===== src/kdeq_pkg.sv =====
// Shared constants and types for the key debounce event queue.
package kdeq_pkg;

    // Default sizes handed down from the top level.
    localparam int NUM_KEYS_DEF    = 3;
    localparam int QUEUE_DEPTH_DEF = 16;

    // Field widths fixed by the item formats.
    localparam int TICK_W    = 32;
    localparam int CONFIRM_W = 16;
    localparam int CODE_W    = 8;
    localparam int CFG_W     = CONFIRM_W;

    // Register values after reset.
    localparam logic [CONFIRM_W-1:0] DEBOUNCE_MS_RST  = 16'd10;
    localparam logic [CODE_W-1:0]    RELEASE_FLAG_RST = 8'd128;

    // Configuration register indexes.
    typedef enum logic [0:0] {
        CFG_DEBOUNCE_MS  = 1'b0,
        CFG_RELEASE_FLAG = 1'b1
    } cfg_index_t;

endpackage


===== src/kdeq_scan_if.sv =====
// Request channels of the key debounce event queue: key scans in and events out.
interface kdeq_scan_if #(
    parameter int NumKeys = kdeq_pkg::NUM_KEYS_DEF
);
    logic                         valid;
    logic                         ready;
    logic [NumKeys-1:0]           pin_levels;
    logic [kdeq_pkg::TICK_W-1:0]  tick;

    modport source (output valid, output pin_levels, output tick, input ready);
    modport sink   (input valid, input pin_levels, input tick, output ready);
endinterface

interface kdeq_event_if;
    logic                         valid;
    logic                         ready;
    logic                         event_valid;
    logic [kdeq_pkg::CODE_W-1:0]  event_code;

    modport source (output valid, output event_valid, output event_code, input ready);
    modport sink   (input valid, input event_valid, input event_code, output ready);
endinterface


===== src/kdeq_key_fsm.sv =====
// Debounce state machine for one key: idle, confirm and pressed phases.
module kdeq_key_fsm (
    input  logic                              clk,
    input  logic                              rst_n,
    input  logic                              step,
    input  logic                              down,
    input  logic [kdeq_pkg::TICK_W-1:0]       tick,
    input  logic [kdeq_pkg::CONFIRM_W-1:0]    debounce_ms,
    output logic                              release_req
);
    import kdeq_pkg::*;

    typedef enum logic [2:0] {
        PH_IDLE    = 3'b001,
        PH_CONFIRM = 3'b010,
        PH_PRESSED = 3'b100
    } phase_t;

    phase_t             phase_reg;
    phase_t             phase_next;
    logic [TICK_W-1:0]  stamp_reg;
    logic [TICK_W-1:0]  held_time;
    logic               confirmed;

    // Wrapping difference; the register is zero-extended to the tick width.
    assign held_time = tick - stamp_reg;
    assign confirmed = held_time >= {{(TICK_W-CONFIRM_W){1'b0}}, debounce_ms};

    assign release_req = (phase_reg == PH_PRESSED) && !down;

    always_comb
    begin
        phase_next = phase_reg;
        unique case (phase_reg)
            PH_IDLE:
            begin
                if (down)
                    phase_next = PH_CONFIRM;
            end
            PH_CONFIRM:
            begin
                if (!down)
                    phase_next = PH_IDLE;
                else if (confirmed)
                    phase_next = PH_PRESSED;
            end
            PH_PRESSED:
            begin
                if (!down)
                    phase_next = PH_IDLE;
            end
            default:
            begin
                phase_next = PH_IDLE;
            end
        endcase
    end

    always_ff @(posedge clk or negedge rst_n)
    begin
        if (!rst_n)
            phase_reg <= PH_IDLE;
        else if (step)
            phase_reg <= phase_next;
    end

    always_ff @(posedge clk)
    begin
        if (step && (phase_reg == PH_IDLE) && down)
            stamp_reg <= tick;
    end

    // A key can only become armed from the confirm phase.
    a_pressed_from_confirm: assert property (@(posedge clk) disable iff (!rst_n)
        $rose(phase_reg == PH_PRESSED) |-> $past(phase_reg) == PH_CONFIRM)
        else $error("key armed without passing through confirm");

endmodule


===== src/kdeq_event_queue.sv =====
// Event queue: accepts the release codes of one scan in key order, then pops one.
module kdeq_event_queue #(
    parameter int NumKeys    = kdeq_pkg::NUM_KEYS_DEF,
    parameter int QueueDepth = kdeq_pkg::QUEUE_DEPTH_DEF
) (
    input  logic                          clk,
    input  logic                          rst_n,
    input  logic                          step,
    input  logic [NumKeys-1:0]            release_req,
    input  logic [kdeq_pkg::CODE_W-1:0]   release_flag,
    output logic                          pop_valid,
    output logic [kdeq_pkg::CODE_W-1:0]   pop_code
);
    import kdeq_pkg::*;

    localparam int PTR_W = $clog2(QueueDepth);
    localparam int CNT_W = $clog2(QueueDepth + 1);
    localparam logic [PTR_W-1:0] LAST_PTR  = PTR_W'(QueueDepth - 1);
    localparam logic [CNT_W-1:0] FULL_CNT  = CNT_W'(QueueDepth);

    logic [CODE_W-1:0] store_reg [QueueDepth];
    logic [PTR_W-1:0]  head_reg;
    logic [PTR_W-1:0]  head_next;
    logic [PTR_W-1:0]  tail_reg;
    logic [PTR_W-1:0]  tail_next;
    logic [CNT_W-1:0]  count_reg;
    logic [CNT_W-1:0]  count_next;

    logic              wr_en   [NumKeys];
    logic [PTR_W-1:0]  wr_addr [NumKeys];
    logic [CODE_W-1:0] wr_data [NumKeys];

    // Pushes are placed in key order; each accepted one takes the next free slot.
    always_comb
    begin
        logic [CNT_W-1:0]  cnt;
        logic [PTR_W-1:0]  tl;
        logic              have_first;
        logic [CODE_W-1:0] first_code;

        cnt        = count_reg;
        tl         = tail_reg;
        have_first = 1'b0;
        first_code = '0;
        for (int j = 0; j < NumKeys; j++)
        begin
            wr_en[j]   = 1'b0;
            wr_addr[j] = tl;
            wr_data[j] = CODE_W'(j) | release_flag;
            if (release_req[j] && (cnt < FULL_CNT))
            begin
                wr_en[j] = 1'b1;
                if (!have_first)
                    first_code = wr_data[j];
                have_first = 1'b1;
                tl  = (tl == LAST_PTR) ? '0 : tl + 1'b1;
                cnt = cnt + 1'b1;
            end
        end
        tail_next = tl;

        // An empty queue hands out the first code pushed in the same scan.
        pop_valid = (cnt != '0);
        if (!pop_valid)
            pop_code = '0;
        else if (count_reg == '0)
            pop_code = first_code;
        else
            pop_code = store_reg[head_reg];

        count_next = pop_valid ? cnt - 1'b1 : cnt;
        if (pop_valid)
            head_next = (head_reg == LAST_PTR) ? '0 : head_reg + 1'b1;
        else
            head_next = head_reg;
    end

    always_ff @(posedge clk or negedge rst_n)
    begin
        if (!rst_n)
        begin
            head_reg  <= '0;
            tail_reg  <= '0;
            count_reg <= '0;
        end
        else if (step)
        begin
            head_reg  <= head_next;
            tail_reg  <= tail_next;
            count_reg <= count_next;
        end
    end

    always_ff @(posedge clk)
    begin
        for (int j = 0; j < NumKeys; j++)
        begin
            if (step && wr_en[j])
                store_reg[wr_addr[j]] <= wr_data[j];
        end
    end

    a_count_bound: assert property (@(posedge clk) disable iff (!rst_n)
        count_reg <= FULL_CNT)
        else $error("queue fill count exceeds depth");

    a_empty_ptrs: assert property (@(posedge clk) disable iff (!rst_n)
        (count_reg == '0 || count_reg == FULL_CNT) |-> head_reg == tail_reg)
        else $error("pointers disagree with empty or full queue");

    a_pop_source: assert property (@(posedge clk) disable iff (!rst_n)
        (pop_valid && count_reg == '0) |-> (release_req != '0))
        else $error("pop from empty queue without a push");

endmodule


===== src/key_debounce_event_queue_core.sv =====
// Top level of the key debounce event queue: scan register, key machines, queue, result register.
//
// Use: every request on the scan channel carries the raw active-low key levels
// (pin_levels, bit i for key i) and the current millisecond tick. Each key runs
// an idle, confirm and pressed machine; a press held for at least the debounce
// time in milliseconds arms the key, and its release queues the code (key index
// OR release_flag). Keys are handled in index order, then one code is popped.
// Every scan request yields exactly one event request: event_valid is 1 with the
// popped code, or 0 with a zero code when the queue was empty. A release onto a
// full queue is dropped.
// A scan is captured in the input register when it is accepted; the key
// machines and the queue are updated from it when it advances, and the event
// is stored in the result register, which offers the event request. Throughput
// is one scan per cycle while the event receiver does not stall; all per-key
// updates and the single queue access fit between those two registers.
// When the event receiver stalls, the result register holds its request and the
// input register can still take one more scan; only then does scan.ready drop.
// Reset puts all keys in idle, empties the queue and loads a debounce time of
// 10 ms and a release flag of 128. Configuration writes take effect on the next
// edge and are meant to be issued only while no scan is in flight.
module key_debounce_event_queue_core #(
    parameter int NUM_KEYS    = kdeq_pkg::NUM_KEYS_DEF,
    parameter int QUEUE_DEPTH = kdeq_pkg::QUEUE_DEPTH_DEF
) (
    input  logic                             clk,
    input  logic                             rst_n,
    kdeq_scan_if.sink                        scan,
    kdeq_event_if.source                     evt,
    input  logic                             cfg_we,
    input  kdeq_pkg::cfg_index_t             cfg_index,
    input  logic [kdeq_pkg::CFG_W-1:0]       cfg_wdata
);
    import kdeq_pkg::*;

    // Configuration registers.
    logic [CONFIRM_W-1:0] debounce_ms_reg;
    logic [CODE_W-1:0]    release_flag_reg;

    // Input register holding one scan request.
    logic                 s1_valid_reg;
    logic [NUM_KEYS-1:0]  s1_levels_reg;
    logic [TICK_W-1:0]    s1_tick_reg;

    // Result register holding one event request.
    logic                 out_valid_reg;
    logic                 out_event_valid_reg;
    logic [CODE_W-1:0]    out_event_code_reg;

    logic                 advance;
    logic [NUM_KEYS-1:0]  release_req;
    logic                 pop_valid;
    logic [CODE_W-1:0]    pop_code;

    // The scan in the input register is processed whenever the result register
    // is free or is being emptied in this cycle.
    assign advance    = s1_valid_reg && (!out_valid_reg || evt.ready);
    assign scan.ready = !s1_valid_reg || advance;

    always_ff @(posedge clk or negedge rst_n)
    begin
        if (!rst_n)
        begin
            debounce_ms_reg  <= DEBOUNCE_MS_RST;
            release_flag_reg <= RELEASE_FLAG_RST;
        end
        else if (cfg_we)
        begin
            unique case (cfg_index)
                CFG_DEBOUNCE_MS:  debounce_ms_reg  <= cfg_wdata[CONFIRM_W-1:0];
                CFG_RELEASE_FLAG: release_flag_reg <= cfg_wdata[CODE_W-1:0];
                default:          ;
            endcase
        end
    end

    always_ff @(posedge clk or negedge rst_n)
    begin
        if (!rst_n)
            s1_valid_reg <= 1'b0;
        else if (scan.ready)
            s1_valid_reg <= scan.valid;
    end

    always_ff @(posedge clk)
    begin
        if (scan.valid && scan.ready)
        begin
            s1_levels_reg <= scan.pin_levels;
            s1_tick_reg   <= scan.tick;
        end
    end

    // One debounce machine per key; a low level means the key is down.
    for (genvar k = 0; k < NUM_KEYS; k++)
    begin : g_key
        kdeq_key_fsm u_key (
            .clk          (clk),
            .rst_n        (rst_n),
            .step         (advance),
            .down         (!s1_levels_reg[k]),
            .tick         (s1_tick_reg),
            .debounce_ms  (debounce_ms_reg),
            .release_req  (release_req[k])
        );
    end

    kdeq_event_queue #(
        .NumKeys    (NUM_KEYS),
        .QueueDepth (QUEUE_DEPTH)
    ) u_queue (
        .clk          (clk),
        .rst_n        (rst_n),
        .step         (advance),
        .release_req  (release_req),
        .release_flag (release_flag_reg),
        .pop_valid    (pop_valid),
        .pop_code     (pop_code)
    );

    always_ff @(posedge clk or negedge rst_n)
    begin
        if (!rst_n)
            out_valid_reg <= 1'b0;
        else if (advance)
            out_valid_reg <= 1'b1;
        else if (evt.ready)
            out_valid_reg <= 1'b0;
    end

    always_ff @(posedge clk)
    begin
        if (advance)
        begin
            out_event_valid_reg <= pop_valid;
            out_event_code_reg  <= pop_code;
        end
    end

    assign evt.valid       = out_valid_reg;
    assign evt.event_valid = out_event_valid_reg;
    assign evt.event_code  = out_event_code_reg;

    // A scan stuck behind a stalled result must not be lost or altered.
    a_s1_holds: assert property (@(posedge clk) disable iff (!rst_n)
        (s1_valid_reg && !advance) |=> (s1_valid_reg && $stable(s1_tick_reg)))
        else $error("pending scan changed while stalled");

    // Every processed scan produces a result request on the next edge.
    a_result_follows: assert property (@(posedge clk) disable iff (!rst_n)
        advance |=> out_valid_reg)
        else $error("processed scan produced no result");

    // An empty pop always carries a zero code.
    a_empty_code: assert property (@(posedge clk) disable iff (!rst_n)
        (advance && !pop_valid) |=> (out_event_code_reg == '0))
        else $error("empty pop carried a nonzero code");

endmodule

===== src/flat_wrapper.sv =====
// flat-port wrapper written by rule: the top's interface ports become plain ports
module key_debounce_event_queue_core_flat import kdeq_pkg::*;
#(
    parameter int NUM_KEYS    = kdeq_pkg::NUM_KEYS_DEF,
    parameter int QUEUE_DEPTH = kdeq_pkg::QUEUE_DEPTH_DEF
)
  (clk, rst_n, cfg_we, cfg_index, cfg_wdata, scan_valid, scan_pin_levels, scan_tick, scan_ready, evt_valid, evt_event_valid, evt_event_code, evt_ready);
  kdeq_scan_if scan_i ();
  kdeq_event_if evt_i ();
  input  logic clk;
  input  logic rst_n;
  input  logic cfg_we;
  input  kdeq_pkg::cfg_index_t cfg_index;
  input  logic [kdeq_pkg::CFG_W-1:0] cfg_wdata;
  input wire logic [$bits(scan_i.valid)-1:0] scan_valid;
  input wire logic [$bits(scan_i.pin_levels)-1:0] scan_pin_levels;
  input wire logic [$bits(scan_i.tick)-1:0] scan_tick;
  output wire logic [$bits(scan_i.ready)-1:0] scan_ready;
  output wire logic [$bits(evt_i.valid)-1:0] evt_valid;
  output wire logic [$bits(evt_i.event_valid)-1:0] evt_event_valid;
  output wire logic [$bits(evt_i.event_code)-1:0] evt_event_code;
  input wire logic [$bits(evt_i.ready)-1:0] evt_ready;
  assign scan_i.valid = scan_valid;
  assign scan_i.pin_levels = scan_pin_levels;
  assign scan_i.tick = scan_tick;
  assign scan_ready = scan_i.ready;
  assign evt_valid = evt_i.valid;
  assign evt_event_valid = evt_i.event_valid;
  assign evt_event_code = evt_i.event_code;
  assign evt_i.ready = evt_ready;
  key_debounce_event_queue_core #(.NUM_KEYS(NUM_KEYS), .QUEUE_DEPTH(QUEUE_DEPTH)) u_core (.clk(clk), .rst_n(rst_n), .scan(scan_i), .evt(evt_i), .cfg_we(cfg_we), .cfg_index(cfg_index), .cfg_wdata(cfg_wdata));
endmodule

===== config.mk =====
export PLATFORM = sky130hd
export DESIGN_NAME = key_debounce_event_queue_core_flat
export DESIGN_NICKNAME = d
export VERILOG_FILES = /design/src/kdeq_pkg.sv /design/src/kdeq_scan_if.sv /design/src/kdeq_key_fsm.sv /design/src/kdeq_event_queue.sv /design/src/key_debounce_event_queue_core.sv /design/src/flat_wrapper.sv
export SDC_FILE = /design/constraint.sdc
export NUM_CORES = 1
export LEC_CHECK = 0
export BUFFER_PORTS_ARGS = -buffer_cell sky130_fd_sc_hd__buf_2
export CAP_MARGIN = 20
export CORE_UTILIZATION = 25
export CTS_BUF_LIST = sky130_fd_sc_hd__clkbuf_8
export DETAILED_ROUTE_END_ITERATION = 16
export GPL_TIMING_DRIVEN = 0
export MAX_ROUTING_LAYER = met4
export SKIP_LAST_GASP = 1
export SYNTH_ARGS = -nofsm -noshare
export SYNTH_HDL_FRONTEND = slang
export SYNTH_SLANG_ARGS = --single-unit

===== constraint.sdc =====
create_clock -name clk -period 6.25 [get_ports clk]
set_input_delay 0.3125 -clock clk [delete_from_list [all_inputs] [get_ports clk]]
set_output_delay 0.3125 -clock clk [all_outputs]
set_load 0.01 [all_outputs]

==> results.ini <==
[status]
status=finished, final reports clean

[global_route]
antenna_found_initial=0
grt_pass1_wl_um=78000
globalRouteOverflowTotal=0
grt_pass1_vias=14391
grt.total_usage_pct=12.9
grt_max_degree=34

[clock_network]
clk_path_buf_depth=3
cts.clk_slew.worst_paths_ns=0.06
cts.sinks=316
cts_tree=built
cts_setup_buffers=0
cts_hold_buf=55
numCtsBuffers=55
post_cts_resized=0
htree_levels=2
root_buffer=clkbuf_8
clock_latency_ns=0.70

[power_and_ir_drop]
switching_share_pct=35.2
power_mw=7.01
power.switching_mw=2.47
power_frac_clock_pct=26.2
power_leakage_nw=9.18
p_per_area_mw_per_mm2=306
p_seq_share_pct=38.4
p_int_mw=4.54
ir_drop_v=0.000149
pwr-share-comb_pct=35.4

[floorplan]
die_area_sq_mm=0.0788
start_util_pct=25.4
core.rowCount=101
die_w_um=281
die_h_um=281
io_pins=68
coreArea_sq_mm=0.0765

[drt]
ant_nets=0
drt_iter0_drc=1179
vias=14809
drt-total-wl_um=50300
drc=0
vias_per_cell=4.82
drt_first_pass_iters=8
wl_per_cell_um=16.4

[placement]
place.port_buffers=67
routabilityCongestion=0.932
dp_hpwl_um=39100

[logic_synthesis]
synthArstFlopShare_pct=15.2
synth_top_area_share_pct=39.0
synth_fp_nets=2016
yosys.area.top_type=edfxtp_1
avgSynthCellArea_sq_um=10.8
ys_seq_area_share_pct=46.8
synth_area_sq_mm=0.0194
synth_flop_cell=edfxtp_1
yosys_warnings=0
yosysUniqueCellTypes=93
ys_ff_latch=316
syn_inst=1797
synth_area_leaders=edfxtp_1, ha_1, dfrtp_1, mux4_2, nand2_1
synth_edf_count=252

[timing]
worst_pin_slew_ns=1.06
max_freq_ghz=0.192
slew_violations=0
fin_crit_sh_pct=83.2
maxSlewHeadroom_pct=28.2
period_needed_ns=5.20
hold_viol_final=0
rsz0062_at_grt=false
fin_worst_skew_ns=0.0416
finalSetupViolations=0

[critical_path]
cp-start-kind=flop
path_max_fanout=7
rrSetupSlack_ns=1.05
required_ns=6.78
critPathKind=flop to flop
cp-end-kind=flop
cp.arrival_ns=5.73

[layout]
fill_cells=7839
finalNetCount=2216
drive_above_1_share_pct=13.0
largest_reg_flops=128
diodes=0
utilization_pct=29.9
area_growth_pct=17.8

[hold_path]
worstHoldPathType=input port to flop

[job]
cap_viol_max_count=0

[placed cells by master, fill, tap and decap left out, types with 45 or more instances in the layout]
master           n
xnor2_1         52
nor2_1         104
buf_2           75
a21oi_1        133
clkbuf_8        60
dlygate4sd3_1   55
edfxtp_1       252
inv_1          163
nand2_1        179
ha_1           159
a21o_1          45
o21ai_0        107
[layout make-up]
class	instances	area (sq um)	share of cell area (%)
Clock buffer	60	826	3.61
Buffer	58	256	1.12
Inverter	143	537	2.35
Multi-Input combinational cell	1280	9550	41.8
Timing Repair Buffer	143	1080	4.70
Tap cell	1030	1290	5.63
Sequential cell	316	9100	39.8
Clock inverter	43	240	1.05
[worst max-delay path: stages (launching register included)]
cell	delay, ns
edfxtp_1	0.54
ha_1	0.43
a21oi_1	0.58
o21ai_0	0.22
a21oi_2	0.26
nand2_1	0.10
xor2_1	0.16
ha_1	0.26
nor4_1	0.72
and3_1	0.27
o221ai_1	0.14
nor4_1	0.30
o2111ai_1	0.14
nor4_1	0.40
clkbuf_2	0.26
nor3_1	0.07
nor2_1	0.13
o31ai_1	0.07
[synthesized netlist by cell type, types with 28 or more instances]
master    instances
xnor2_1          52
mux2i_1          32
nor2_1          104
nand4_1          28
clkbuf_1         44
a21o_1           45
xor2_1           33
dfrtp_1          42
edfxtp_1        252
inv_1           143
nand2_1         179
a21oi_1         133
mux4_2           40
nand3_1          30
ha_1            159
o21ai_0         107
[layer usage]
layer / share of wire (%) / GRT usage [%]
met1: 45 / 16.7
met2: 46 / 20.8
met5: 0 / -
met3: 6.3 / 2.18
met4: 2.2 / 3.73
[cell families (layout without fill, tap and decap cells)]
kind of cell | after synthesis | in the layout | share of synthesized area, %
adder cells (fa/ha/maj) | 162 | 162 | 10.6
XOR/XNOR | 86 | 86 | 3.92
AND/OR/NAND/NOR | 499 | 499 | 12.7
AO/OA/AOI/OAI | 450 | 450 | 15.0
multiplexers | 83 | 83 | 6.96
buffers and inverters | 201 | 447 | 4.08
flip-flops | 316 | 316 | 46.8
[power by group through the flow]
stage                     Clock [mW]  Combinational (mW)  Sequential, mW
after global routing            1.99                2.74            2.72
after global placement             0                2.35            2.74
after floorplan                    0                1.79            2.70
after detailed placement           0                2.44            2.74
after CTS                       1.90                2.48            2.69
final                           1.84                2.48            2.69
[stage by stage]
stage          std cells  TNS, ns  setup WS (ns)  cell area (sq um)  hold slack [ns]
2_1_floorplan       1797        0           1.48              19400           0.0169
3_3_place_gp        2894   -67.22          -1.29              21000            0.452
3_5_place_dp        2911        0          0.806              21200            0.325
4_1_cts             3069        0          0.794              22800           0.0774
5_1_grt             3073        0          0.571              22900            0.118
6_report            3073        0           1.05              22900            0.133
[worst paths after layout]
kind / startpoint / to / cells after the start
max: u_core.s1_tick_reg[14] / u_core.g_key[2].u_key.phase_reg[2] / 17
min: cfg_index / u_core.debounce_ms_reg[0] / 3
max reg2reg: u_core.s1_tick_reg[14] / u_core.g_key[2].u_key.phase_reg[2] / 17
min reg2reg: u_core.u_queue.store_reg[2][1] / u_core.u_queue.store_reg[2][1] / 2
max in group asynchronous: rst_n / u_core.g_key[2].u_key.phase_reg[0] / 3
min in group asynchronous: rst_n / u_core.release_flag_reg[5] / 2
(Power assumes the default switching activity.)
